$ cat config.mk
export PLATFORM = sky130hd
export DESIGN_NAME = cfu_div
export DESIGN_NICKNAME = d
export VERILOG_FILES = /design/src/sv/cfu_pkg.sv /design/src/sv/cfu_div.sv
export SDC_FILE = /design/constraint.sdc
export NUM_CORES = 1
export LEC_CHECK = 0
export BUFFER_PORTS_ARGS = -buffer_cell sky130_fd_sc_hd__buf_2
export CORE_AREA = 8 8 109 111
export CTS_BUF_LIST = sky130_fd_sc_hd__clkbuf_2
export CTS_CLUSTER_DIAMETER = 80
export DETAILED_ROUTE_END_ITERATION = 8
export DIE_AREA = 0 0 117 119
export PLACE_DENSITY = 0.77
export SYNTH_ARGS = -nofsm -noshare
export SYNTH_HDL_FRONTEND = slang
export SYNTH_SLANG_ARGS = --single-unit
$ cat constraint.sdc
create_clock -name clk_i -period 6.2 [get_ports clk_i]
set_clock_uncertainty 0.05 [all_clocks]
set_input_delay 0 -clock clk_i [delete_from_list [all_inputs] [get_ports clk_i]]
set_output_delay 0 -clock clk_i [all_outputs]
set_load 0.01 [all_outputs]
$ cat src/sv/cfu_pkg.sv
`timescale 1ns / 1ps
`default_nettype none
package cfu_pkg;

  // Fixed-point set-up
  localparam int CORDIC_STEPS  = 16;
  localparam int POS_FRAC_BITS = 16;
  localparam int CORDIC_ITER   = (CORDIC_STEPS < 24) ? CORDIC_STEPS : 24;
  localparam int Q14_SH        = (POS_FRAC_BITS >= 14) ? POS_FRAC_BITS - 14
                                                       : 14 - POS_FRAC_BITS;

  // Datapath widths
  localparam int MIX_W      = 20;  // mixed vector before normalising
  localparam int NSQ_W      = 37;  // sum of squares
  localparam int SQ_W       = 52;  // radicand
  localparam int ROOT_W     = 26;  // vector length
  localparam int DIV_W      = 40;  // dividend and quotient
  localparam int SQRT_CNT_W = $clog2(ROOT_W + 1);
  localparam int DIV_CNT_W  = $clog2(DIV_W + 1);

  localparam logic signed [25:0] DEG2RAD_Q30 = 26'sd18740330;
  localparam logic signed [33:0] CORDIC_X0   = 34'sd652032874;

  // Angle reduction
  localparam logic signed [35:0] FULL_TURN    = 36'(360) << POS_FRAC_BITS;
  localparam logic signed [35:0] HALF_TURN    = 36'(180) << POS_FRAC_BITS;
  localparam logic signed [35:0] QUARTER_TURN = 36'(90) << POS_FRAC_BITS;
  localparam int MOD_K = (POS_FRAC_BITS >= 23) ? 0 : 23 - POS_FRAC_BITS;
  localparam logic [33:0] FULL_TURN_U = 34'(FULL_TURN);
  localparam logic [33:0] MOD_WRAP    = 34'(FULL_TURN << MOD_K);

  typedef enum logic [1:0] {
    REQ_LOAD, REQ_MOVE_VEC, REQ_MOVE_AXIS, REQ_ROTATE
  } req_e;

  // Selector codes
  localparam logic [1:0] SEL_POS   = 2'd0;
  localparam logic [1:0] SEL_VIEW  = 2'd1;
  localparam logic [1:0] SEL_UP    = 2'd2;
  localparam logic [1:0] SEL_RIGHT = 2'd3;
  localparam logic [1:0] MOV_VIEW  = 2'd0;
  localparam logic [1:0] MOV_RIGHT = 2'd1;
  localparam logic [1:0] MOV_UP    = 2'd2;
  localparam logic [1:0] AX_NONE   = 2'd3;
  localparam logic [1:0] ROT_PITCH = 2'd0;
  localparam logic [1:0] ROT_YAW   = 2'd1;
  localparam logic [1:0] ROT_ROLL  = 2'd2;

  typedef enum logic [4:0] {
    ST_IDLE, ST_EXEC, ST_AX_MUL, ST_AX_ADD, ST_MOD, ST_FOLD, ST_RAD_MUL,
    ST_RAD_SH, ST_CORD_GO, ST_CORDIC, ST_MIX_A, ST_MIX_B, ST_MIX_C,
    ST_SQ_MUL, ST_SQ_ACC, ST_SQRT_GO, ST_SQRT, ST_DIV_GO, ST_DIV,
    ST_CR_A, ST_CR_B, ST_CR_C, ST_DONE
  } cfu_state_e;

  // Arctangent table, Q2.30
  function automatic logic signed [33:0] atan_q30(input logic [4:0] i);
    logic signed [33:0] r;
    case (i)
      5'd0:  r = 34'sd843314856;
      5'd1:  r = 34'sd497837829;
      5'd2:  r = 34'sd263043836;
      5'd3:  r = 34'sd133525158;
      5'd4:  r = 34'sd67021686;
      5'd5:  r = 34'sd33543515;
      5'd6:  r = 34'sd16775850;
      5'd7:  r = 34'sd8388437;
      5'd8:  r = 34'sd4194282;
      5'd9:  r = 34'sd2097149;
      5'd10: r = 34'sd1048575;
      5'd11: r = 34'sd524287;
      5'd12: r = 34'sd262143;
      5'd13: r = 34'sd131071;
      5'd14: r = 34'sd65535;
      5'd15: r = 34'sd32767;
      5'd16: r = 34'sd16383;
      5'd17: r = 34'sd8191;
      5'd18: r = 34'sd4095;
      5'd19: r = 34'sd2047;
      5'd20: r = 34'sd1023;
      5'd21: r = 34'sd511;
      5'd22: r = 34'sd255;
      5'd23: r = 34'sd127;
      default: r = '0;
    endcase
    return r;
  endfunction

  function automatic logic signed [15:0] sat16(input logic signed [47:0] v);
    logic signed [15:0] r;
    if (v > 48'sd32767) r = 16'sh7fff;
    else if (v < -48'sd32768) r = 16'sh8000;
    else r = v[15:0];
    return r;
  endfunction

  function automatic logic signed [31:0] sat32(input logic signed [48:0] v);
    logic signed [31:0] r;
    if (v > 49'sd2147483647) r = 32'sh7fffffff;
    else if (v < -49'sd2147483648) r = 32'sh80000000;
    else r = v[31:0];
    return r;
  endfunction

  // Position format to Q2.14, saturated
  function automatic logic signed [15:0] to_q14(input logic signed [31:0] v);
    logic signed [47:0] w;
    w = 48'(v);
    if (POS_FRAC_BITS >= 14) w = w >>> Q14_SH;
    else w = w <<< Q14_SH;
    return sat16(w);
  endfunction

endpackage
`default_nettype wire

$ cat src/sv/cfu_div.sv
`timescale 1ns / 1ps
`default_nettype none
module cfu_div (
  input  wire logic                       clk_i,
  input  wire logic                       rst_ni,
  input  wire logic                       start_i,
  input  wire logic [cfu_pkg::DIV_W-1:0]  dividend_i,
  input  wire logic [cfu_pkg::ROOT_W-1:0] divisor_i,
  output logic                            done_o,
  output logic [cfu_pkg::DIV_W-1:0]       quot_o
);
  import cfu_pkg::*;

  logic [DIV_W-1:0]     quot_q;
  logic [ROOT_W-1:0]    rem_q, dvs_q;
  logic [ROOT_W:0]      rem_n, rem_sub;
  logic [DIV_CNT_W-1:0] cnt_q;
  logic                 busy_q, done_q;

  // Restoring step, one quotient bit
  assign rem_n   = {rem_q, quot_q[DIV_W-1]};
  assign rem_sub = rem_n - {1'b0, dvs_q};

  always_ff @(posedge clk_i or negedge rst_ni) begin
    if (!rst_ni) begin
      busy_q <= 1'b0;
      done_q <= 1'b0;
      cnt_q  <= '0;
    end else begin
      done_q <= 1'b0;
      if (start_i) begin
        busy_q <= 1'b1;
        cnt_q  <= DIV_CNT_W'(DIV_W);
      end else if (busy_q) begin
        if (cnt_q == '0) begin
          busy_q <= 1'b0;
          done_q <= 1'b1;
        end else begin
          cnt_q <= cnt_q - 1'b1;
        end
      end
    end
  end

  always_ff @(posedge clk_i) begin
    if (start_i) begin
      quot_q <= dividend_i;
      rem_q  <= '0;
      dvs_q  <= divisor_i;
    end else if (busy_q && cnt_q != '0) begin
      if (rem_n >= {1'b0, dvs_q}) begin
        rem_q  <= rem_sub[ROOT_W-1:0];
        quot_q <= {quot_q[DIV_W-2:0], 1'b1};
      end else begin
        rem_q  <= rem_n[ROOT_W-1:0];
        quot_q <= {quot_q[DIV_W-2:0], 1'b0};
      end
    end
  end

  assign done_o = done_q;
  assign quot_o = quot_q;

endmodule
`default_nettype wire

Yosys cells after proc, flatten, opt, wreduce, memory -nomap -nowiden. Cells that the tools add are included.

Input bits: 69. Output and inout port bits: 41. Logic and storage cells: 29. Register bits after elaboration: 100.

Add/sub/neg operators: 2. Mux-type cells: 13. Equality and inequality tests: 1. Order comparisons: 1. Reduce and logical (&&, ||, !) cells: 6.

Operators with widths (number): 40-bit two-way mux (2); 27-bit by 26-bit >= comparator with 1-bit output (1); 26-bit two-way mux (1); 26-bit subtractor (1); 6-bit two-way mux (3); 1-bit two-way mux (7); 6-bit logical NOT (1); 6-bit nonzero test (1); 6-bit by 1-bit subtractor with 6-bit output, second input constant (1); 2-bit nonzero test (2); 2-bit inequality test, second input constant (1); 2-bit AND reduction (1); 1-bit logical AND (1).

Logic depth before layout (Yosys ltp).
Depth in word-level cells: 4. Gate-level depth with buffers: 13. Depth with buffers taken out: 12.

Worst setup path before layout. No wires, ideal clock.

Path type: flip-flop to flip-flop. Start point: reg quot_q[39] (netlist: quot_o[39]). End point: reg rem_q[20]. Period minus slack after synthesis: 2790 ps. Path buffers: 0. Library setup time: 127 ps. Arrival: 2614 ps. Slack: 3410 ps. Required time: 6023 ps. Stages on the path, launching flop included: 12. Cells stage by stage: edfxtp_1 > inv_1 > ha_1 > inv_1 > fa_1 > a21o_1 > a311o_1 > a221oi_2 > a31oi_1 > a221oi_1 > xor2_1 > o31ai_1.

Longest elaborated chain between the ends: 2. Elaborated cells between the ends (all ways): 3. Classes of those cells: add/sub: 1; order compare: 1; mux: 1.

RTL lines: start, declared (line cfu_div.sv:14) `logic [DIV_W-1:0] quot_q;`; start signal, assigned (line cfu_div.sv:47) `quot_q <= dividend_i;`; start signal, assigned (line cfu_div.sv:53) `quot_q <= {quot_q[DIV_W-2:0], 1'b1};`; start signal, assigned (line cfu_div.sv:56) `quot_q <= {quot_q[DIV_W-2:0], 1'b0};`; 26-bit subtractor / 27-bit by 26-bit >= comparator with 1-bit output (equally long branches) (line cfu_div.sv:22, cfu_div.sv:51); 26-bit two-way mux * (line cfu_div.sv:51) `if (rem_n >= {1'b0, dvs_q}) begin`; end signal, assigned (line cfu_div.sv:52) `rem_q <= rem_sub[ROOT_W-1:0];`; end signal, assigned (line cfu_div.sv:55) `rem_q <= rem_n[ROOT_W-1:0];`; end, declared (line cfu_div.sv:15) `logic [ROOT_W-1:0] rem_q, dvs_q;`.

Mark *: on every way between the ends. The rest lies on a longest branch, timed or not. A chain may end at the register's enable or synchronous reset.

Final worst setup path.
Start point: reg dvs_q[4]. End point: reg quot_q[0] (netlist: quot_o[0]) (data pin).

Longest elaborated chain between the ends: 4.

RTL lines: start, declared (line cfu_div.sv:15); start signal, assigned (line cfu_div.sv:49) `dvs_q <= divisor_i;`; 27-bit by 26-bit >= comparator with 1-bit output (line cfu_div.sv:51); 1-bit two-way mux (line cfu_div.sv:51); 40-bit two-way mux (line cfu_div.sv:50) `end else if (busy_q && cnt_q != '0) begin`; 40-bit two-way mux (line cfu_div.sv:46) `if (start_i) begin`.

No other way between the ends. The select of a mux whose other input is x is not followed.

==> flow_metrics.env <==
export IMPL_layout_min_cycle_time_ns=3.48
export IMPL_ys_flop_type="edfxtp_1"
export IMPL_synth_compound_area_share_pct=13.8
export IMPL_max_cap_viol_count=0
export IMPL_wl_per_cell_microns=17.3
export IMPL_clk_latency_ns=0.62
export IMPL_first_global_vias=4608
export IMPL_min_period_over_period_pct=56.2
export IMPL_seqCellArea_sq_mm=0.00270
export IMPL_layout_commonest_cell="buf_2"
export IMPL_holdCritPathClass="in2reg"
export IMPL_fmax_mhz=287
export IMPL_finalSetupTns_ns=0
export IMPL_tightest_slew_ns=1.10
export IMPL_io_buffers=109
export IMPL_synthDistinctLibCells=60
export IMPL_grt_start_max_net_pins=43
export IMPL_drt_pass1_iterations=5
export IMPL_drt_wl_total_microns=13800
export IMPL_synthSimpleGateAreaFrac_pct=8.00
export IMPL_drive_gt1_share_pct=26.3
export IMPL_synth_top_cells_by_area="edfxtp_1, dfxtp_1, mux2_2, ha_1, dfrtp_1"
export IMPL_gp_congestion=0.879
export IMPL_start_kind="flip-flop"
export IMPL_grt_pass1_wl_microns=22700
export IMPL_tritoncts="built"
export IMPL_synth_top_area_cell="edfxtp_1"
export IMPL_final_cell_mix="buf_2, dlygate4sd3_1, edfxtp_1"
export IMPL_maxSlewViolCount=0
export IMPL_synth_cells=468
export IMPL_outcome="finished, final reports clean"
export IMPL_slew_headroom_pct=26.8
export IMPL_syn_cell_area_sq_mm=0.00535
export IMPL_via_count=4368
export IMPL_async_flop_share_pct=8.00
export IMPL_die_x_microns=117
export IMPL_crit_fanout=35
export IMPL_final_nets=754
export IMPL_peakVddDrop_v=0.000158
export IMPL_core_sq_mm=0.0101
export IMPL_drt_iter0_drc=184
export IMPL_yosys_warnings=0
export IMPL_grt_ovfl_total=0
export IMPL_fill_cells=761
export IMPL_post_cts_setup_buffers=0
export IMPL_htreeDepth=3
export IMPL_hpwlAfterDp_microns=8910
export IMPL_ioPinCount=110
export IMPL_clock_sinks=100
export IMPL_antenna_found_initial=1
export IMPL_area_growth_pct=29.0
export IMPL_synth_avg_cell_area_sq_um=11.4
export IMPL_synthMuxAreaShare_pct=11.6
export IMPL_path_clk_slew_ns=0.28
export IMPL_synthesis_nets=566
export IMPL_numCtsBuffers=9
export IMPL_synth_adder_area_share_pct=6.92
export IMPL_p_leak_uw=0.00310
export IMPL_yosysTopAreaCellShare_pct=37.1
export IMPL_yosys_area_share_xor_xnor_pct=4.26
export IMPL_cts_root_buf="clkbuf_2"
export IMPL_multi_input_area_sq_mm=0.00238
export IMPL_arrival_ns=3.84
export IMPL_ys_ff_latch=100
export IMPL_die_area_sq_mm=0.0139
export IMPL_hold_slack_ns=0.0421
export IMPL_hold_viol=0
export IMPL_track_usage_pct=20.6
export IMPL_drc=0
export IMPL_cp_required_ns=6.56
export IMPL_clock_path_buffers=2
export IMPL_yosysSeqAreaShare_pct=50.5
export IMPL_start_util_pct=53.0
export IMPL_routed_via_density=5.47
export IMPL_setup_violations=0
export IMPL_synth_edf_count=66
export IMPL_fp_dieH_microns=119
export IMPL_rsz0062_at_grt="no"
export IMPL_rows=37
export IMPL_antenna_left=0
export IMPL_synth_top_family_by_area="compound AO/OA/AOI/OAI gates"
export IMPL_powerDensity_mw_per_mm2=199
export IMPL_path_class="reg2reg"
export IMPL_end_kind="flip-flop"
## routing by layer
layer / global-route usage (%) / vias to the layer above / share of wire, %
li1: - / 2109 / -
met5: 0 / - / 0
met2: 33.3 / 167 / 47
met4: 8.65 / 0 / 2.2
met1: 24.3 / 2069 / 42
met3: 7.23 / 23 / 8.8
## worst max-delay path, cell delays in order (launching register included)
cell and delay [ns]:
edfxtp_1 0.39, inv_1 0.04, ha_1 0.36, a211o_1 0.31, or3_1 0.36, o22ai_2 0.18, o21ai_2 0.14, a21oi_2 0.16
a21o_1 0.12, buf_4 0.39, o21ai_0 0.15, dlygate4sd3_1 0.60
## cell usage after synthesis (4+ instances only)
cell and instances:
mux2_2 40, xnor2_1 17, nor2_1 11, inv_1 39, a21oi_1 25, mux2i_1 17
nor3_1 6, a21o_1 9, o22ai_1 4, dfxtp_1 26, xor2_1 9, edfxtp_1 66
nand4_1 4, a32oi_1 8, o211ai_1 5, ha_1 28, nand3_1 6, o21ai_0 13
clkbuf_1 13, nand2_1 36, o31ai_1 9, o21ai_1 12, nand2b_1 5, dfrtp_1 8
## cells by family (layout without fill, tap and decap cells)
group / after synthesis / in the layout
AO/OA/AOI/OAI: 110 / 110
flip-flops: 100 / 100
AND/OR/NAND/NOR: 88 / 88
buffers and inverters: 58 / 251
multiplexers: 57 / 57
adder cells (fa/ha/maj): 29 / 29
XOR/XNOR: 26 / 26
other: 0 / 1
## sequential cells by signal (all words and copies together) (netlist names)
signal / flops
busy_q: 1
rem_q: 26
cnt_q: 6
dvs_q: 26
done_o: 1
quot_o: 40
## area by class of cell
| cell class | instances | area share [%] |
|---|---|---|
| multi-input cells | 310 | 34.5 |
| flip-flops and latches | 100 | 39.2 |
| clock buffers | 10 | 0.725 |
| clock inverters | 6 | 0.598 |
| repair buffers | 196 | 20.4 |
| diodes | 1 | 0.0363 |
| well taps | 136 | 2.47 |
| inverters | 39 | 2.12 |
## report_power, final
part | switching, uW | leakage (uW) | internal (uW)
Combinational | 143 | 0.00206 | 147
Clock | 219 | 0.0000576 | 54.8
Sequential | 35.3 | 0.000983 | 777
## path summary, 6_finish.rpt
| check | startpoint | endpoint | slack, ns | cells after the start |
|---|---|---|---|---|
| worst max-delay path | dvs_q[4] | quot_o[0] | 2.72 | 11 |
| worst min-delay path | divisor_i[8] | dvs_q[8] | 0.04 | 2 |
| worst max register to register | dvs_q[4] | quot_o[0] | 2.72 | 11 |
| worst min register to register | rem_q[7] | rem_q[7] | 0.44 | 2 |
| max in group asynchronous | rst_ni | cnt_q[4] | 5.54 | 3 |
| min in group asynchronous | rst_ni | cnt_q[0] | 0.28 | 3 |
## repair_timing
item	in CTS	in global routing
hold endpoints to repair	82	0
hold buffers	83	0
gates resized for setup	0	0
## metrics by stage
stage	cell area [sq um]	total power (uW)	instances	utilization (%)	setup WS [ns]
CTS	6900	1380	797	68.4	2.74
global placement	5980	1060	698	59.2	3.19
detailed placement	5980	1070	698	59.2	3.09
finish	6900	1380	798	68.4	2.72
floorplan	5350	970	468	-	3.41
global route	6900	1440	798	68.4	2.50
(Power assumes the default switching activity.)
