`src/sv/cfu_pkg.sv`:
```
`timescale 1ns / 1ps
`default_nettype none
package cfu_pkg;

  // Fixed-point set-up
  localparam int CORDIC_STEPS  = 16;
  localparam int POS_FRAC_BITS = 16;
  localparam int CORDIC_ITER   = (CORDIC_STEPS < 24) ? CORDIC_STEPS : 24;
  localparam int Q14_SH        = (POS_FRAC_BITS >= 14) ? POS_FRAC_BITS - 14
                                                       : 14 - POS_FRAC_BITS;

  // Datapath widths
  localparam int MIX_W      = 20;  // mixed vector before normalising
  localparam int NSQ_W      = 37;  // sum of squares
  localparam int SQ_W       = 52;  // radicand
  localparam int ROOT_W     = 26;  // vector length
  localparam int DIV_W      = 40;  // dividend and quotient
  localparam int SQRT_CNT_W = $clog2(ROOT_W + 1);
  localparam int DIV_CNT_W  = $clog2(DIV_W + 1);

  localparam logic signed [25:0] DEG2RAD_Q30 = 26'sd18740330;
  localparam logic signed [33:0] CORDIC_X0   = 34'sd652032874;

  // Angle reduction
  localparam logic signed [35:0] FULL_TURN    = 36'(360) << POS_FRAC_BITS;
  localparam logic signed [35:0] HALF_TURN    = 36'(180) << POS_FRAC_BITS;
  localparam logic signed [35:0] QUARTER_TURN = 36'(90) << POS_FRAC_BITS;
  localparam int MOD_K = (POS_FRAC_BITS >= 23) ? 0 : 23 - POS_FRAC_BITS;
  localparam logic [33:0] FULL_TURN_U = 34'(FULL_TURN);
  localparam logic [33:0] MOD_WRAP    = 34'(FULL_TURN << MOD_K);

  typedef enum logic [1:0] {
    REQ_LOAD, REQ_MOVE_VEC, REQ_MOVE_AXIS, REQ_ROTATE
  } req_e;

  // Selector codes
  localparam logic [1:0] SEL_POS   = 2'd0;
  localparam logic [1:0] SEL_VIEW  = 2'd1;
  localparam logic [1:0] SEL_UP    = 2'd2;
  localparam logic [1:0] SEL_RIGHT = 2'd3;
  localparam logic [1:0] MOV_VIEW  = 2'd0;
  localparam logic [1:0] MOV_RIGHT = 2'd1;
  localparam logic [1:0] MOV_UP    = 2'd2;
  localparam logic [1:0] AX_NONE   = 2'd3;
  localparam logic [1:0] ROT_PITCH = 2'd0;
  localparam logic [1:0] ROT_YAW   = 2'd1;
  localparam logic [1:0] ROT_ROLL  = 2'd2;

  typedef enum logic [4:0] {
    ST_IDLE, ST_EXEC, ST_AX_MUL, ST_AX_ADD, ST_MOD, ST_FOLD, ST_RAD_MUL,
    ST_RAD_SH, ST_CORD_GO, ST_CORDIC, ST_MIX_A, ST_MIX_B, ST_MIX_C,
    ST_SQ_MUL, ST_SQ_ACC, ST_SQRT_GO, ST_SQRT, ST_DIV_GO, ST_DIV,
    ST_CR_A, ST_CR_B, ST_CR_C, ST_DONE
  } cfu_state_e;

  // Arctangent table, Q2.30
  function automatic logic signed [33:0] atan_q30(input logic [4:0] i);
    logic signed [33:0] r;
    case (i)
      5'd0:  r = 34'sd843314856;
      5'd1:  r = 34'sd497837829;
      5'd2:  r = 34'sd263043836;
      5'd3:  r = 34'sd133525158;
      5'd4:  r = 34'sd67021686;
      5'd5:  r = 34'sd33543515;
      5'd6:  r = 34'sd16775850;
      5'd7:  r = 34'sd8388437;
      5'd8:  r = 34'sd4194282;
      5'd9:  r = 34'sd2097149;
      5'd10: r = 34'sd1048575;
      5'd11: r = 34'sd524287;
      5'd12: r = 34'sd262143;
      5'd13: r = 34'sd131071;
      5'd14: r = 34'sd65535;
      5'd15: r = 34'sd32767;
      5'd16: r = 34'sd16383;
      5'd17: r = 34'sd8191;
      5'd18: r = 34'sd4095;
      5'd19: r = 34'sd2047;
      5'd20: r = 34'sd1023;
      5'd21: r = 34'sd511;
      5'd22: r = 34'sd255;
      5'd23: r = 34'sd127;
      default: r = '0;
    endcase
    return r;
  endfunction

  function automatic logic signed [15:0] sat16(input logic signed [47:0] v);
    logic signed [15:0] r;
    if (v > 48'sd32767) r = 16'sh7fff;
    else if (v < -48'sd32768) r = 16'sh8000;
    else r = v[15:0];
    return r;
  endfunction

  function automatic logic signed [31:0] sat32(input logic signed [48:0] v);
    logic signed [31:0] r;
    if (v > 49'sd2147483647) r = 32'sh7fffffff;
    else if (v < -49'sd2147483648) r = 32'sh80000000;
    else r = v[31:0];
    return r;
  endfunction

  // Position format to Q2.14, saturated
  function automatic logic signed [15:0] to_q14(input logic signed [31:0] v);
    logic signed [47:0] w;
    w = 48'(v);
    if (POS_FRAC_BITS >= 14) w = w >>> Q14_SH;
    else w = w <<< Q14_SH;
    return sat16(w);
  endfunction

endpackage
`default_nettype wire

```
`src/sv/cfu_cordic.sv`:
```
`timescale 1ns / 1ps
`default_nettype none
module cfu_cordic (
  input  wire logic               clk_i,
  input  wire logic               rst_ni,
  input  wire logic               start_i,
  input  wire logic signed [33:0] angle_i,
  output logic                    done_o,
  output logic signed [17:0]      cos_o,
  output logic signed [17:0]      sin_o
);
  import cfu_pkg::*;

  logic signed [33:0] x_q, y_q, z_q;
  logic [4:0]         step_q;
  logic               busy_q, done_q;
  logic signed [33:0] x_sh, y_sh;

  // Shared shifter for the current step
  assign x_sh = x_q >>> step_q;
  assign y_sh = y_q >>> step_q;

  // Control
  always_ff @(posedge clk_i or negedge rst_ni) begin
    if (!rst_ni) begin
      busy_q <= 1'b0;
      done_q <= 1'b0;
      step_q <= '0;
    end else begin
      done_q <= 1'b0;
      if (start_i) begin
        busy_q <= 1'b1;
        step_q <= '0;
      end else if (busy_q) begin
        if (step_q == 5'(CORDIC_ITER)) begin
          busy_q <= 1'b0;
          done_q <= 1'b1;
        end else begin
          step_q <= step_q + 5'd1;
        end
      end
    end
  end

  // Micro-rotation
  always_ff @(posedge clk_i) begin
    if (start_i) begin
      x_q <= CORDIC_X0;
      y_q <= '0;
      z_q <= angle_i;
    end else if (busy_q && step_q != 5'(CORDIC_ITER)) begin
      if (!z_q[33]) begin
        x_q <= x_q - y_sh;
        y_q <= y_q + x_sh;
        z_q <= z_q - atan_q30(step_q);
      end else begin
        x_q <= x_q + y_sh;
        y_q <= y_q - x_sh;
        z_q <= z_q + atan_q30(step_q);
      end
    end
  end

  // Round to Q1.14
  assign cos_o  = 18'((x_q + 34'sd32768) >>> 16);
  assign sin_o  = 18'((y_q + 34'sd32768) >>> 16);
  assign done_o = done_q;

  a_done_idle: assert property (@(posedge clk_i) disable iff (!rst_ni)
    done_q |-> !busy_q) else $error("cordic done while busy");
  a_step_range: assert property (@(posedge clk_i) disable iff (!rst_ni)
    busy_q |-> step_q <= 5'(CORDIC_ITER)) else $error("cordic step overrun");
  a_done_pulse: assert property (@(posedge clk_i) disable iff (!rst_ni)
    done_q && !start_i |=> !done_q) else $error("cordic done not a pulse");

endmodule
`default_nettype wire

```
`config.mk`:
```
export PLATFORM = sky130hd
export DESIGN_NAME = cfu_cordic
export DESIGN_NICKNAME = d
export VERILOG_FILES = /design/src/sv/cfu_pkg.sv /design/src/sv/cfu_cordic.sv
export SDC_FILE = /design/constraint.sdc
export NUM_CORES = 1
export LEC_CHECK = 0
export ABC_AREA = 1
export BUFFER_PORTS_ARGS = -buffer_cell sky130_fd_sc_hd__buf_2
export CAP_MARGIN = 40
export CORE_MARGIN = 2
export CORE_UTILIZATION = 55
export CTS_CLUSTER_DIAMETER = 80
export DETAILED_ROUTE_END_ITERATION = 12
export PLACE_DENSITY = 0.72
export SLEW_MARGIN = 25
export SYNTH_ARGS = -nofsm -noshare
export SYNTH_HDL_FRONTEND = slang
export SYNTH_SLANG_ARGS = --single-unit
```
`constraint.sdc`:
```
create_clock -name clk_i -period 9.3 [get_ports clk_i]
set_clock_uncertainty 0.1 [all_clocks]
set_input_delay 1.395 -clock clk_i [delete_from_list [all_inputs] [get_ports clk_i]]
set_output_delay 1.395 -clock clk_i [all_outputs]
set_load 0.05 [all_outputs]
```
---- Word level (Yosys, flattened, before mapping) ----
Memories as Yosys holds them, arrays and structs flattened.
Cells that the tools add are included.
operators by class
  add/sub/neg operators ................... 9
  equality and inequality tests ........... 3
  shift operators ......................... 2
  multiplexer cells ....................... 20
  reductions and logical operators ........ 4
operators with widths
  operator                  count
  $mux W34                  11
  $add A34 B34 Y34          3
  $sub A34 B34 Y34          3
  $add A34 B17 Y34 const B  2
  $sshr A34 B5 Y34          2
  $mux W5                   3
  $mux W1                   6
  $add A5 B1 Y5 const B     1
  $eq A5 B5 Y1 const B      1
  $ne A5 B5 Y1 const B      1
  $reduce_bool A2 Y1        2
  $ne A2 B2 Y1 const B      1
  $reduce_and A2 Y1         1
  $logic_and A1 B1 Y1       1
storage, ports and cells
  flip-flop bits (word level) ............. 109
  ROM bits ................................ 1920
  bits of input ports ..................... 37
  output and inout port bits .............. 37
  memories ................................ 2
memories
  memory           depth  width  rd ports  clocked after Yosys merged registers in  wr ports  line           source
  (no name shown)  32     30     1         0                                        0         cfu_pkg.sv:59  case (i)
  (no name shown)  32     30     1         0                                        0         cfu_pkg.sv:59

---- Depth between registers and ports, before layout ----
  word-level depth ........................ 8
  gate-level depth with buffers ........... 41
  mapped depth without buffers ............ 39

---- Least setup slack after synthesis ----
OpenSTA, ideal clock, no wires.
  path type ............................... reg2reg
  start point ............................. register step_q[2]
  end point ............................... register z_q[23], data pin
  library setup time ...................... 0.254 ns
  data arrival time ....................... 4.022 ns
  required time ........................... 8.946 ns
  slack ................................... 4.925 ns
  cell stages (with the launch flop) ...... 32
  buffers on the path ..................... 3
  period minus slack after synthesis ...... 4.375 ns
  path through ............................ dfrtp_1 inv_2 buf_2 buf_4 buf_2 nand2_1 a221oi_1 nor2_1 inv_1 ha_1 inv_1 nor3_1 nand2_1 nand2_1 xor2_1 ha_1 inv_1 o21bai_1 a21o_1 a21oi_1 nand2_1 nand2_1 nand2_1 nand2_1 nand2_1 a21oi_1 inv_1 a21oi_1 inv_1 or2_2 nand3_1 nand2_1
between the ends
  word-level cells in the longest chain between the ends .. 8
  elaborated cells between the ends (all ways) .. 13
  classes of those cells .................. add/sub: 2; mux: 9; memory: 2
RTL lines
  item                                                  line                                source
  start, declared                                       cfu_cordic.sv:15                    logic [4:0] step_q;
  start signal, assigned                                cfu_cordic.sv:39                    step_q <= step_q + 5'd1;
  $mem_v2 Z32 W30                                       -
  $mux W34                                              cfu_cordic.sv:52                    if (!z_q[33]) begin
  $mux W34                                              cfu_cordic.sv:51                    end else if (busy_q && step_q != 5'(CORDIC_ITER)) begin
  $mux W34                                              cfu_cordic.sv:47                    if (start_i) begin
  $sub A34 B34 Y34 or $add A34 B34 Y34 (tied branches)  cfu_cordic.sv:55, cfu_cordic.sv:59
  $mux W34 *                                            cfu_cordic.sv:52
  $mux W34 *                                            cfu_cordic.sv:51
  $mux W34 *                                            cfu_cordic.sv:47
  end signal, assigned                                  cfu_cordic.sv:50                    z_q <= angle_i;
  end signal, assigned                                  cfu_cordic.sv:55                    z_q <= z_q - atan_q30(step_q);
  end signal, assigned                                  cfu_cordic.sv:59                    z_q <= z_q + atan_q30(step_q);
  end, declared                                         cfu_cordic.sv:14                    logic signed [33:0] x_q, y_q, z_q;
Mark *: on every way between the ends. The rest lies on a longest branch, timed or not. The select of a mux whose other input is x is not followed.
A chain may end at the register's enable or synchronous reset.

---- Final worst setup path ----
  start point ............................. register step_q[2]
  end point ............................... register z_q[28], data pin
The elaborated chain is that of the path after synthesis.

==> impl_metrics.csv <==
group,metric,value,unit
outcome,outcome,"finished clean",
grt,grt-ovfl-total,0,
cts,cts_resized,0,
cts,clock_sinks,109,
worst_setup_path,critical_path_class,"register to register",
synth,synth_seq_area_share,0.154,
cts,ctsLongestPathBuffers,2,
synth,syn_nets,2975,
synth,netlist_area,0.0166,sq mm
worst_setup_path,critPathMaxFanout,39,
cts,cts_tree,"yes",
min_path,hold_class,"register to register",
timing,setup_tns,0,ns
worst_setup_path,required,9.37,ns
synth,synthTopCellsByArea,"nand2_1 (19%), nand3_1 (11%), ha_1 (8.8%)",
grt,antenna_found_initial,0,
placement,dpl_cell_area,0.0170,sq mm
timing,setup_viol_count_final,0,
floorplan,ios,74,
worst_setup_path,cp-end-kind,"register",
cts,cts_inserted_buffers,9,
floorplan,fp.dieH,177,microns
worst_setup_path,critPathSlowestCell,"buf_4",
worst_setup_path,cp.arrival,5.94,ns
synth,synth_top_area_share,0.190,
timing,fin_hold_ws,0.448,ns
layout,multi_input_area,0.0123,sq mm
route,drc,0,
timing,tightest_slew,0.914,ns
layout,n_fill_cell,3125,
layout,regArea,0.00256,sq mm
placement,gp_congestion,0.978,
layout,drive_gt1_frac,0.0820,
layout,fin_area,0.0173,sq mm
layout,fin_nets,2968,
placement,portBuffers,73,
worst_setup_path,crit_start,"step_q[2]",
synth,synthCells,2819,
route,drt_iter0_markers,2214,
timing,drv_slew,0,
floorplan,num_rows,63,
synth,synth_edf_count,34,
synth,yosys_warnings,0,
route,via_per_inst,5.87,
cts,cts_setup_buffers,0,
route,wl,57300,microns
layout,diodes,0,
min_path,worstHoldStart,"y_q[0]",
cts,clock_latency,0.41,ns
grt,track_usage,0.364,
cts,cts_max_level,3,
route,first_pass_iters,8,
synth,ys_types,60,
timing,rsz0062_at_grt,"no",
synth,synth_top_area_cell,"nand2_1",
worst_setup_path,reg2reg_from,"step_q[2]",
cts,clk_pin_slew,0.10,ns
floorplan,initial_core_util,0.559,
cts,cts_root_buf,"clkbuf_16",
timing,max_freq,170,MHz
route,ant_nets,0,
grt,grt_pass1_vias,17000,
timing,layout_min_cycle_time,5.87,ns
placement,dpl.hpwl,44700,microns
worst_setup_path,max_stage_delay,0.50,ns
synth,synthArstFlopShare,0.0642,
flow_run,cap_violations,0,
synth,ys.flop_type,"dfxtp_1",
timing,relSlewSlack,0.391,
layout,postLayoutCoreUtil,0.585,
floorplan,core,0.0296,sq mm
timing,fin_crit_sh,0.631,
grt,grt_max_degree,76,
floorplan,fp.dieW,177,microns
floorplan,die_area,0.0315,sq mm
timing,finalHoldViolCount,0,
synth,syn_avg_cell_area,5.87,sq um
route,wl_per_cell,17.9,microns
layout,area_growth,4.76,%
route,dr_total_vias,18800,
grt,grt_pass1_wl,90700,microns
synth,ys_ff_latch,109,
cts,ctsHoldBuffers,0,
worst_setup_path,crit_path_start_kind,"register",
cell families after synthesis:
family,Yosys count,share of synthesized area
flops,109,0.154
xor+xnor,157,0.0831
simple gates,1601,0.426
fa+ha+maj,119,0.0913
buf+inv,411,0.102
compound gates,422,0.144
layer usage:
layer  part of all wire  wire [microns]  global-route usage
met1               0.45           25900               0.505
met2               0.44           25400               0.579
met3              0.084            4830              0.0632
met4              0.022            1250              0.0970
met5                  0               0                   0
cells in the final DEF (no fill, tap or decap), types with 68 or more instances in the layout:
master / count
a21oi_1: 178
ha_1: 116
o21ai_0: 122
nor2_1: 239
inv_1: 293
xor2_1: 110
nand2_1: 838
dfxtp_1: 68
buf_2: 73
nand3_1: 354
state kept, by name (all words and copies together), names as in the netlist:
name	cells
x_q	34
y_q	34
z_q	34
step_q	5
busy_q	1
done_o	1
critical path, delay by kind of cell, from the launching register on:
family                   cells  cell delay, ns
flip-flops                   1            0.42
AND/OR/NAND/NOR             12            1.26
buffers and inverters        9            1.52
adder cells (fa/ha/maj)      2            0.53
AO/OA/AOI/OAI                7            1.63
XOR/XNOR                     1            0.16
per-stage QoR:
step / std cells / setup slack [ns]
2_1_floorplan: 2819 / 4.92
3_3_place_gp: 3190 / 3.64
3_5_place_dp: 3190 / 3.55
4_1_cts: 3206 / 3.51
5_1_grt: 3207 / 2.96
6_report: 3207 / 3.43
final timing paths:
path | endpoint | slack [ns] | cells after the start
setup / recovery | z_q[28] | 3.43 | 31
hold / removal | y_q[0] | 0.45 | 2
setup reg to reg | z_q[28] | 3.43 | 31
hold reg to reg | y_q[0] | 0.45 | 2
max in group asynchronous | step_q[4] | 8.20 | 1
min in group asynchronous | step_q[3] | 0.71 | 1
synthesized netlist by cell type, types with 4 or more instances:
| cell | n |
|---|---|
| a31oi_1 | 27 |
| dfrtp_1 | 7 |
| o22ai_1 | 9 |
| nor2_2 | 12 |
| buf_1 | 18 |
| o211ai_1 | 9 |
| o21a_1 | 7 |
| a21oi_1 | 178 |
| ha_1 | 116 |
| nand3_2 | 36 |
| o221ai_1 | 8 |
| buf_6 | 8 |
| nor2_1 | 241 |
| buf_2 | 38 |
| clkbuf_1 | 40 |
| nor3_1 | 30 |
| o21ai_2 | 5 |
| nand2_2 | 14 |
| buf_4 | 5 |
| dfxtp_1 | 68 |
| xnor2_1 | 47 |
| xor2_1 | 110 |
| nand2_1 | 838 |
| edfxtp_1 | 34 |
| o21bai_1 | 7 |
| nor4_1 | 8 |
| inv_2 | 5 |
| or2_2 | 28 |
| a21o_1 | 11 |
| o21ai_1 | 14 |
| nand2_4 | 6 |
| a221oi_1 | 4 |
| o21ai_0 | 122 |
| nand3_1 | 354 |
| inv_1 | 293 |
| nand4_1 | 22 |
cell type report:
type	instances	share of cell area
Tap cell	390	0.0281
Timing Repair Buffer	92	0.0291
Sequential cell	109	0.148
Clock inverter	7	0.00635
Multi-Input combinational cell	2299	0.710
Clock buffer	9	0.0130
Inverter	301	0.0653
Power is not shown: default switching activity piles up to over one toggle a cycle in this logic, so the estimate is an artifact.
