`config.mk`:
```
export PLATFORM = sky130hd
export DESIGN_NAME = cfu_isqrt
export DESIGN_NICKNAME = d
export VERILOG_FILES = /design/src/sv/cfu_pkg.sv /design/src/sv/cfu_isqrt.sv
export SDC_FILE = /design/constraint.sdc
export NUM_CORES = 1
export LEC_CHECK = 0
export ABC_AREA = 1
export BUFFER_PORTS_ARGS = -buffer_cell sky130_fd_sc_hd__buf_4
export CORE_ASPECT_RATIO = 0.7
export CORE_UTILIZATION = 28
export DETAILED_ROUTE_END_ITERATION = 12
export REMOVE_ABC_BUFFERS = 1
export SLEW_MARGIN = 25
export SYNTH_ARGS = -nofsm -noshare
export SYNTH_HDL_FRONTEND = slang
export SYNTH_SLANG_ARGS = --single-unit
export TNS_END_PERCENT = 10
```
`constraint.sdc`:
```
create_clock -name clk_i -period 10.6 [get_ports clk_i]
set_clock_uncertainty 0.2 [all_clocks]
set_input_delay 2.65 -clock clk_i [delete_from_list [all_inputs] [get_ports clk_i]]
set_output_delay 2.65 -clock clk_i [all_outputs]
set_load 0.02 [all_outputs]
```
`src/sv/cfu_pkg.sv`:
```
`timescale 1ns / 1ps
`default_nettype none
package cfu_pkg;

  // Fixed-point set-up
  localparam int CORDIC_STEPS  = 16;
  localparam int POS_FRAC_BITS = 16;
  localparam int CORDIC_ITER   = (CORDIC_STEPS < 24) ? CORDIC_STEPS : 24;
  localparam int Q14_SH        = (POS_FRAC_BITS >= 14) ? POS_FRAC_BITS - 14
                                                       : 14 - POS_FRAC_BITS;

  // Datapath widths
  localparam int MIX_W      = 20;  // mixed vector before normalising
  localparam int NSQ_W      = 37;  // sum of squares
  localparam int SQ_W       = 52;  // radicand
  localparam int ROOT_W     = 26;  // vector length
  localparam int DIV_W      = 40;  // dividend and quotient
  localparam int SQRT_CNT_W = $clog2(ROOT_W + 1);
  localparam int DIV_CNT_W  = $clog2(DIV_W + 1);

  localparam logic signed [25:0] DEG2RAD_Q30 = 26'sd18740330;
  localparam logic signed [33:0] CORDIC_X0   = 34'sd652032874;

  // Angle reduction
  localparam logic signed [35:0] FULL_TURN    = 36'(360) << POS_FRAC_BITS;
  localparam logic signed [35:0] HALF_TURN    = 36'(180) << POS_FRAC_BITS;
  localparam logic signed [35:0] QUARTER_TURN = 36'(90) << POS_FRAC_BITS;
  localparam int MOD_K = (POS_FRAC_BITS >= 23) ? 0 : 23 - POS_FRAC_BITS;
  localparam logic [33:0] FULL_TURN_U = 34'(FULL_TURN);
  localparam logic [33:0] MOD_WRAP    = 34'(FULL_TURN << MOD_K);

  typedef enum logic [1:0] {
    REQ_LOAD, REQ_MOVE_VEC, REQ_MOVE_AXIS, REQ_ROTATE
  } req_e;

  // Selector codes
  localparam logic [1:0] SEL_POS   = 2'd0;
  localparam logic [1:0] SEL_VIEW  = 2'd1;
  localparam logic [1:0] SEL_UP    = 2'd2;
  localparam logic [1:0] SEL_RIGHT = 2'd3;
  localparam logic [1:0] MOV_VIEW  = 2'd0;
  localparam logic [1:0] MOV_RIGHT = 2'd1;
  localparam logic [1:0] MOV_UP    = 2'd2;
  localparam logic [1:0] AX_NONE   = 2'd3;
  localparam logic [1:0] ROT_PITCH = 2'd0;
  localparam logic [1:0] ROT_YAW   = 2'd1;
  localparam logic [1:0] ROT_ROLL  = 2'd2;

  typedef enum logic [4:0] {
    ST_IDLE, ST_EXEC, ST_AX_MUL, ST_AX_ADD, ST_MOD, ST_FOLD, ST_RAD_MUL,
    ST_RAD_SH, ST_CORD_GO, ST_CORDIC, ST_MIX_A, ST_MIX_B, ST_MIX_C,
    ST_SQ_MUL, ST_SQ_ACC, ST_SQRT_GO, ST_SQRT, ST_DIV_GO, ST_DIV,
    ST_CR_A, ST_CR_B, ST_CR_C, ST_DONE
  } cfu_state_e;

  // Arctangent table, Q2.30
  function automatic logic signed [33:0] atan_q30(input logic [4:0] i);
    logic signed [33:0] r;
    case (i)
      5'd0:  r = 34'sd843314856;
      5'd1:  r = 34'sd497837829;
      5'd2:  r = 34'sd263043836;
      5'd3:  r = 34'sd133525158;
      5'd4:  r = 34'sd67021686;
      5'd5:  r = 34'sd33543515;
      5'd6:  r = 34'sd16775850;
      5'd7:  r = 34'sd8388437;
      5'd8:  r = 34'sd4194282;
      5'd9:  r = 34'sd2097149;
      5'd10: r = 34'sd1048575;
      5'd11: r = 34'sd524287;
      5'd12: r = 34'sd262143;
      5'd13: r = 34'sd131071;
      5'd14: r = 34'sd65535;
      5'd15: r = 34'sd32767;
      5'd16: r = 34'sd16383;
      5'd17: r = 34'sd8191;
      5'd18: r = 34'sd4095;
      5'd19: r = 34'sd2047;
      5'd20: r = 34'sd1023;
      5'd21: r = 34'sd511;
      5'd22: r = 34'sd255;
      5'd23: r = 34'sd127;
      default: r = '0;
    endcase
    return r;
  endfunction

  function automatic logic signed [15:0] sat16(input logic signed [47:0] v);
    logic signed [15:0] r;
    if (v > 48'sd32767) r = 16'sh7fff;
    else if (v < -48'sd32768) r = 16'sh8000;
    else r = v[15:0];
    return r;
  endfunction

  function automatic logic signed [31:0] sat32(input logic signed [48:0] v);
    logic signed [31:0] r;
    if (v > 49'sd2147483647) r = 32'sh7fffffff;
    else if (v < -49'sd2147483648) r = 32'sh80000000;
    else r = v[31:0];
    return r;
  endfunction

  // Position format to Q2.14, saturated
  function automatic logic signed [15:0] to_q14(input logic signed [31:0] v);
    logic signed [47:0] w;
    w = 48'(v);
    if (POS_FRAC_BITS >= 14) w = w >>> Q14_SH;
    else w = w <<< Q14_SH;
    return sat16(w);
  endfunction

endpackage
`default_nettype wire

```
`src/sv/cfu_isqrt.sv`:
```
`timescale 1ns / 1ps
`default_nettype none
module cfu_isqrt (
  input  wire logic                        clk_i,
  input  wire logic                        rst_ni,
  input  wire logic                        start_i,
  input  wire logic [cfu_pkg::SQ_W-1:0]    radicand_i,
  output logic                             done_o,
  output logic [cfu_pkg::ROOT_W-1:0]       root_o
);
  import cfu_pkg::*;

  logic [SQ_W-1:0]       n_q;
  logic [ROOT_W+1:0]     rem_q, rem_n, trial;
  logic [ROOT_W-1:0]     root_q;
  logic [SQRT_CNT_W-1:0] cnt_q;
  logic                  busy_q, done_q;

  // Two radicand bits per step
  assign rem_n = {rem_q[ROOT_W-1:0], n_q[SQ_W-1:SQ_W-2]};
  assign trial = {root_q, 2'b01};

  always_ff @(posedge clk_i or negedge rst_ni) begin
    if (!rst_ni) begin
      busy_q <= 1'b0;
      done_q <= 1'b0;
      cnt_q  <= '0;
    end else begin
      done_q <= 1'b0;
      if (start_i) begin
        busy_q <= 1'b1;
        cnt_q  <= SQRT_CNT_W'(ROOT_W);
      end else if (busy_q) begin
        if (cnt_q == '0) begin
          busy_q <= 1'b0;
          done_q <= 1'b1;
        end else begin
          cnt_q <= cnt_q - 1'b1;
        end
      end
    end
  end

  always_ff @(posedge clk_i) begin
    if (start_i) begin
      n_q    <= radicand_i;
      rem_q  <= '0;
      root_q <= '0;
    end else if (busy_q && cnt_q != '0) begin
      n_q <= {n_q[SQ_W-3:0], 2'b00};
      if (rem_n >= trial) begin
        rem_q  <= rem_n - trial;
        root_q <= {root_q[ROOT_W-2:0], 1'b1};
      end else begin
        rem_q  <= rem_n;
        root_q <= {root_q[ROOT_W-2:0], 1'b0};
      end
    end
  end

  assign done_o = done_q;
  assign root_o = root_q;

endmodule
`default_nettype wire

```
-- Word-level counts from Yosys, hierarchy flattened
Index checks and enable logic that the tools add are counted.
- flip-flop bits (word level): 111
- latch bits: 0
- RAM bits: 0
- ROM bits: 0
- logic and storage cells: 29
- memories: 0
- add/subtract/negate cells: 2
- $mul: 0
- divide/modulo/power cells: 0
- magnitude comparators: 1
- equal/unequal tests: 1
- shifts and indexed selects: 0
- mux-type cells: 13
- bitwise operators: 0
- reductions and logical operators: 6
- operator list (operator ; count):
    52-bit two-way mux ; 2
    28-bit >= comparator ; 1
    26-bit two-way mux ; 1
    26-bit subtractor ; 1
    5-bit two-way mux ; 3
    1-bit two-way mux ; 7
    5-bit logical NOT ; 1
    5-bit nonzero test ; 1
    5-bit by 1-bit subtractor with 5-bit output (second input constant) ; 1
    2-bit nonzero test ; 2
    2-bit inequality test (second input constant) ; 1
    2-bit AND reduction ; 1
    1-bit logical AND ; 1

-- Longest topological paths before layout
Gate-level depths: netlist of the first run.
- depth in word-level cells: 4
- depth in mapped cells: 16
- mapped depth without buffers: 16

-- Least setup slack after synthesis of the first run
No wires, ideal clock.
- kind: in2reg
- start point: in start_i
- end point: reg n_q[0], enable pin
- library setup time: 438 ps
- arrival time: 4415 ps
- data required time: 9962 ps
- slack: 5547 ps
- cell stages on the path: 3
- cells stage by stage: nor2_2 -> inv_2 -> clkbuf_1
- word-level cells in the longest chain between the ends: 1
- RTL lines (item ; RTL line ; text):
    from (decl) ; cfu_isqrt.sv:6 ; input wire logic start_i,
    2-bit nonzero test (no line) ; n/a ;
    to (signal assigned) ; cfu_isqrt.sv:46 ; n_q <= radicand_i;
    to (signal assigned) ; cfu_isqrt.sv:50 ; n_q <= {n_q[SQ_W-3:0], 2'b00};
    to (decl) ; cfu_isqrt.sv:13 ; logic [SQ_W-1:0] n_q;
Every way passes these cells.
A chain may end at the register's enable or synchronous reset.

-- Worst setup path in the final report of the first run
- start point: in start_i
- end point: reg n_q[5], enable pin
Same word-level chain as after synthesis.

==> impl_metrics.env, run 1 <==
export IMPL_total_net_switching_power_uw=965
export IMPL_synth_mux_area_fraction_pct=0
export IMPL_tritoncts_num_buffers=9
export IMPL_ant_nets=0
export IMPL_slew_headroom_pct=30.4
export IMPL_synth_cells=934
export IMPL_clkPwrFrac_pct=17.5
export IMPL_antenna_violations_before_repair=0
export IMPL_design_area_sq_um=7780
export IMPL_synth_area_sq_um=6570
export IMPL_timing_setup_tns_ns=0
export IMPL_critPathKind="in2reg"
export IMPL_crit_path_end_kind="flip-flop"
export IMPL_pwr_share_seq_pct=26.9
export IMPL_clkSlewWorstSetupHoldPaths_ns=0.08
export IMPL_final_period_utilization_pct=42.8
export IMPL_cell_internal_pwr_mw=1.10
export IMPL_synth_compound_gate_area_share_pct=6.05
export IMPL_clockRootBuffer="clkbuf_16"
export IMPL_cts_tree="done"
export IMPL_p_comb_share_pct=55.7
export IMPL_hold_path_class="reg2reg"
export IMPL_initialDrtViolationCount=457
export IMPL_die_width_um=185
export IMPL_worstPathArrival_ns=4.41
export IMPL_max_cap_violations=0
export IMPL_cts_num_sinks=111
export IMPL_synth_seq_area_share_pct=42.3
export IMPL_yosys_register_bits=111
export IMPL_placement_setup_worst_slack_ns=5.68
export IMPL_tightest_slew_ns=1.04
export IMPL_wirelength_um=17100
export IMPL_critical_path_most_common_cell="buf_4"
export IMPL_power_density_nw_per_um2=265
export IMPL_first_global_vias=5433
export IMPL_ctsHoldBuffers=0
export IMPL_post_route_cells_drive_above_1_share_pct=11.5
export IMPL_post_cts_resized=0
export IMPL_area_growth_synth_to_final_pct=18.4
export IMPL_grt_max_degree=59
export IMPL_worst_path_buf_inv=4
export IMPL_die_height_um=130
export IMPL_maxSlewViolCount=0
export IMPL_clock_tree_buffer_depth=2
export IMPL_post_synth_fa_ha_maj_area_fraction_pct=5.71
export IMPL_synth_xor_area_share_pct=1.33
export IMPL_path_delay_family="buffers and inverters"
export IMPL_final_setup_viol_count=0
export IMPL_initial_utilization_pct=28.8
export IMPL_critical_path_max_fanout=58
export IMPL_finish_net_count=1085
export IMPL_globalRouteMet3Util_pct=3.13
export IMPL_setup_worst_path_start_class="input pin"
export IMPL_fp_row_count=46
export IMPL_synth_area_per_cell_sq_um=7.04
export IMPL_drtPass1Iterations=5
export IMPL_insertedDiodeCount=0
export IMPL_grtUsageMet2_pct=20.4
export IMPL_globalRouteMet1Util_pct=23.6
export IMPL_busiest_layer="met1"
export IMPL_ioPinCount=82
export IMPL_place_port_buffers=81
export IMPL_synthSimpleGateAreaFrac_pct=33.5
export IMPL_fin_crit_ns=4.53
export IMPL_synth_cell_type_count=35
export IMPL_core_area_sq_um=22800
export IMPL_status="finished, final reports clean"
export IMPL_drc=0
export IMPL_cp_slowest_cell="nor2_2"
export IMPL_combinational_family_with_the_most_area_after_synthesis="simple AND/OR/NAND/NOR gates"
export IMPL_routabilityCongestion=0.951
export IMPL_post_route_worst_setup_slack_ns=6.07
export IMPL_worst_hold_slack_ns=0.270
export IMPL_hpwl_um=12400
export IMPL_vias=5959
export IMPL_cp_slowest_stage_delay_ns=0.70
export IMPL_cts_setup_buffers=0
export IMPL_area_after_detailed_placement_sq_um=7480
export IMPL_power_switching_fraction_pct=46.8
export IMPL_unrepaired_setup_endpoints_after_global_routing="false"
export IMPL_globalRouteTotalUtil_pct=14.9
export IMPL_htree_num_levels=3
export IMPL_design_die_area_sq_um=24100
export IMPL_final_hold_violation_count=0
export IMPL_total_congestion_overflow=0
export IMPL_yosys_warnings=0
export IMPL_vdd_drop_max_v=0.000126
export IMPL_dp_cells=1301
export IMPL_required_ns=10.48
export IMPL_max_freq_mhz=221
export IMPL_worstPathCellList="buf_4 -> nor2_2 -> clkinv_2 -> buf_4 -> buf_16"
export IMPL_post_drt_via_cell_ratio=4.52
export IMPL_wl_cell_um=13.0
export IMPL_grt_first_pass_wirelength_um=28200
export IMPL_worstSkewPairLatency_ns=0.35
export IMPL_layout_cells_excl_fill=1317
export IMPL_power_leakage_nw=3.99
## registers in the layout, summed over array words and instances (netlist names)
register	flops
busy_q	1
n_q	52
done_o	1
root_o	26
cnt_q	5
rem_q	26
## final timing paths
| path | from | to | slack [ns] | cells after the start |
|---|---|---|---|---|
| setup reg to reg | root_o[7] | rem_q[23] | 6.90 | 11 |
| max in group asynchronous | rst_ni | cnt_q[2] | 8.17 | 1 |
| hold / removal | rem_q[25] | rem_q[25] | 0.27 | 2 |
| setup / recovery | start_i | n_q[5] | 6.07 | 5 |
| min in group asynchronous | rst_ni | cnt_q[0] | 1.90 | 1 |
| hold reg to reg | rem_q[25] | rem_q[25] | 0.27 | 2 |
## cells in the mapped netlist, drive strengths merged
master / n / share of area [%]
o21a: 1 / 0.11
inv: 156 / 8.9
a22oi: 1 / 0.11
dfrtp: 7 / 2.7
a21o: 1 / 0.11
nor3: 6 / 0.70
a21oi: 18 / 1.5
nor2: 47 / 2.9
buf: 14 / 1.3
clkinv: 1 / 0.057
nand3: 58 / 4.6
xnor2: 9 / 1.2
ha: 30 / 5.7
nand3b: 3 / 0.34
o22ai: 25 / 2.4
clkbuf: 16 / 0.93
and2: 1 / 0.095
nand4: 30 / 2.9
o21bai: 3 / 0.34
xor2: 1 / 0.13
edfxtp: 52 / 24
o21ai: 19 / 1.4
nand2: 383 / 22
dfxtp: 52 / 16
## power by group through the flow
| stage | registers (mW) | logic (mW) | clock network [mW] |
|---|---|---|---|
| global placement | 0.560 | 1.12 | 0 |
| finish | 0.553 | 1.15 | 0.360 |
| detailed placement | 0.562 | 1.12 | 0 |
| global route | 0.561 | 1.30 | 0.387 |
| CTS | 0.553 | 1.13 | 0.371 |
| floorplan | 0.556 | 0.839 | 0 |
## layout by cell type, fill, tap and decap left out, types with 2 or more instances in the layout
cell / count
nand4_1: 30
o21ai_1: 5
inv_1: 154
clkbuf_16: 9
o22ai_1: 25
xnor2_1: 9
o21bai_1: 3
nor2_2: 5
nand2_2: 4
edfxtp_1: 52
inv_8: 2
nand3_1: 56
dfrtp_1: 7
nand3b_1: 3
nor3_1: 4
a21oi_1: 17
nand2_1: 379
o21ai_0: 14
dfxtp_1: 52
nand3_2: 2
buf_4: 84
ha_1: 30
nor2_1: 42
## through the flow
step / power (mW) / utilization [%]
after detailed placement: 1.69 / 32.7
after floorplan: 1.40 / -
after CTS: 2.05 / 34.1
after global routing: 2.25 / 34.1
final: 2.06 / 34.1
after global placement: 1.68 / 32.6
## kinds of logic after synthesis
family / count (synthesis)
and+or+nand+nor: 528
xor gates and xnor gates: 10
DFF: 111
buffers and inverters: 187
adders and majority gates: 30
AOI/OAI and AO/OA: 68
## tightest hold or removal path, cell delays in order (launching register included)
cell     delay, ns
dfxtp_1       0.33
nand2_1       0.06
nand2_1       0.05
## metal layers
metal,routed length [um],vias up
met5,0,-
met4,118,0
met3,1280,10
met2,6390,180
met1,9340,2694
li1,-,3075
## area by class of cell
cell class | count | area (sq um)
fill | 2437 | 15100
multi-input combinational | 636 | 3060
sequential | 111 | 2780
timing repair buffer | 85 | 658
inverter | 157 | 591
tap | 312 | 390
clock buffer | 10 | 229
clock inverter | 6 | 77.6
Note: power is estimated with default switching activity, not from simulation.
==> inputs of run 2 (changes only) <==
==> constraint.sdc (replaced) <==
create_clock -name clk_i -period 4.6 [get_ports clk_i]
set_clock_uncertainty 0.2 [all_clocks]
set_input_delay 1.15 -clock clk_i [delete_from_list [all_inputs] [get_ports clk_i]]
set_output_delay 1.15 -clock clk_i [all_outputs]
set_load 0.02 [all_outputs]
==> run 2 against run 1 <==
First-iteration DRC count up 6.1%. Register-to-register slack got worse by 5.5 ns. Clock-buffer cell count stayed put. Utilization is essentially flat. Setup slack lost 4.7 ns. Sequential share of layout area about the same. Global-route usage is 0.18 points higher. Die area stayed put. Power rose by 130%.
==> impl_metrics.env, run 2 (synthesized netlist as in run 1, its figures left out) <==
export IMPL_max_freq_mhz=314
export IMPL_hp_start="rem_q[25]"
export IMPL_crit_reg2reg_capture="rem_q[6]"
export IMPL_layout_cells_most_common="nand2_1"
export IMPL_final_period_utilization_pct=69.3
export IMPL_vias=5927
export IMPL_r2r_worst_path_cells=13
export IMPL_min_delay_worst_endpoint="rem_q[25]"
export IMPL_final_setup_viol_count=0
export IMPL_worstPathCellList="inv_1 -> ha_1 -> inv_1 -> nand3_1 -> nand2_1 -> nand3_1 -> nand3_2 -> nand2_2 -> nand3_2 -> buf_4 -> nand2_1 -> nand3_1 -> o21ai_0"
export IMPL_finish_net_count=1089
export IMPL_wirelength_um=17500
export IMPL_timing_setup_tns_ns=0
export IMPL_clock_tree_buffer_depth=2
export IMPL_crit_reg2reg_launch="n_q[50]"
export IMPL_die_height_um=130
export IMPL_first_global_vias=5390
export IMPL_design_power_total_mw=4.75
export IMPL_antenna_violations_before_repair=0
export IMPL_flip_flop_count_of_the_largest_register_after_layout=52
export IMPL_hold_path_class="reg2reg"
export IMPL_worstPathArrival_ns=3.20
export IMPL_clkSlewWorstSetupHoldPaths_ns=0.08
export IMPL_post_drt_via_cell_ratio=4.49
export IMPL_tightest_slew_ns=0.888
export IMPL_worst_hold_slack_ns=0.260
export IMPL_unrepaired_setup_endpoints_after_global_routing="false"
export IMPL_insertedDiodeCount=0
export IMPL_required_ns=4.62
export IMPL_place_port_buffers=81
export IMPL_maxSlewViolCount=0
export IMPL_cts_num_sinks=111
export IMPL_post_route_cells_drive_above_1_share_pct=12.0
export IMPL_grt_first_pass_wirelength_um=28500
export IMPL_registers_top_by_ff_count="n_q"
export IMPL_initial_utilization_pct=28.8
export IMPL_status="finished, final reports clean"
export IMPL_power_leakage_nw=4.00
export IMPL_ff2ff_setup_slack_ns=1.41
export IMPL_placement_setup_worst_slack_ns=1.52
export IMPL_cp_slowest_stage_delay_ns=0.50
export IMPL_hpwl_um=12700
export IMPL_ant_nets=0
export IMPL_ioPinCount=82
export IMPL_globalRouteTotalUtil_pct=15.1
export IMPL_post_cts_resized=0
export IMPL_cts_setup_buffers=0
export IMPL_critical_path_most_common_cell="nand3_1"
export IMPL_critical_path_max_fanout=24
export IMPL_post_route_worst_setup_slack_ns=1.41
export IMPL_vdd_drop_max_v=0.000261
export IMPL_drc=0
export IMPL_area_growth_synth_to_final_pct=18.5
export IMPL_slew_headroom_pct=40.7
export IMPL_initialDrtViolationCount=485
export IMPL_setup_worst_path_start_class="flip-flop"
export IMPL_power_density_nw_per_um2=609
export IMPL_cts_tree="done"
export IMPL_crit_path_end_kind="flip-flop"
export IMPL_drtPass1Iterations=5
export IMPL_final_hold_violation_count=0
export IMPL_worst_hold_path_num_cells=2
export IMPL_multi_input_area_sq_um=3060
export IMPL_fp_row_count=46
export IMPL_register_area_sq_um=2780
export IMPL_total_congestion_overflow=0
export IMPL_die_width_um=185
export IMPL_core_area_sq_um=22800
export IMPL_clockRootBuffer="clkbuf_16"
export IMPL_cp_slowest_cell="edfxtp_1"
export IMPL_worstSkewPairLatency_ns=0.36
export IMPL_wl_cell_um=13.3
export IMPL_routabilityCongestion=1.02
export IMPL_fin_crit_ns=3.19
export IMPL_grt_max_degree=58
export IMPL_tritoncts_num_buffers=9
export IMPL_fill_cells=2471
export IMPL_htree_num_levels=3
export IMPL_critPathKind="reg2reg"
export IMPL_most_common_layout_cells="379 x nand2_1, 154 x inv_1, 89 x buf_4"
export IMPL_max_cap_violations=0
export IMPL_ctsHoldBuffers=0
export IMPL_design_die_area_sq_um=24100
run 2: changes by cell type in the layout (fill, tap and decap cells not counted):
cell,before,now
buf_4,84,89
buf_16,1,0
bufinv_16,1,0
clkbuf_1,1,0
clkbuf_8,0,1
clkinv_4,1,2
clkinv_8,0,1
inv_6,1,0
run 2: cell type report:
type	count	area share (%)
multi-input combinational	636	39.3
sequential	111	35.7
clock inverter	6	0.819
clock buffer	10	3.07
inverter	157	7.58
tap	312	5.01
timing repair buffer	89	8.58
run 2: worst max-delay path, delay by kind of cell (launching register included):
kind / cells / cell delay, ns
AOI/OAI and AO/OA: 1 / 0.09
buffers and inverters: 3 / 0.54
and+or+nand+nor: 8 / 1.46
DFF: 1 / 0.50
adders and majority gates: 1 / 0.24
run 2: routing by layer:
metal | GRT usage [%] | up-vias | routed length [um]
li1 | - | 3086 | -
met1 | 23.4 | 2692 | 9570
met2 | 20.2 | 141 | 6630
met3 | 4.13 | 8 | 1210
met4 | 3.16 | 0 | 131
met5 | 0 | - | 0
run 2: how the worst max path moves through the flow:
stage / slack (ns) / cells after the start / end / start
floorplan: 1.88 / 2 / n_q[0] / start_i
global placement: 1.49 / 6 / rem_q[15] / start_i
detailed placement: 1.52 / 12 / rem_q[6] / root_o[18]
CTS: 1.50 / 12 / rem_q[6] / root_o[3]
global route: 1.19 / 12 / rem_q[6] / root_o[6]
finish: 1.41 / 13 / rem_q[6] / n_q[50]
run 2: power breakdown:
part / leakage, nW / total [mW] / internal (mW) / switching (mW)
logic: 2.77 / 2.66 / 0.913 / 1.75
clock network: 0.145 / 0.801 / 0.398 / 0.403
registers: 1.08 / 1.28 / 1.19 / 0.0879
total: 4.00 / 4.75 / 2.50 / 2.24
run 2: through the flow:
step | area, sq um | std cells | utilization (%)
CTS | 7790 | 1321 | 34.1
global placement | 7490 | 1305 | 32.8
finish | 7790 | 1321 | 34.1
floorplan | 6430 | 904 | -
detailed placement | 7490 | 1305 | 32.8
global route | 7790 | 1321 | 34.1
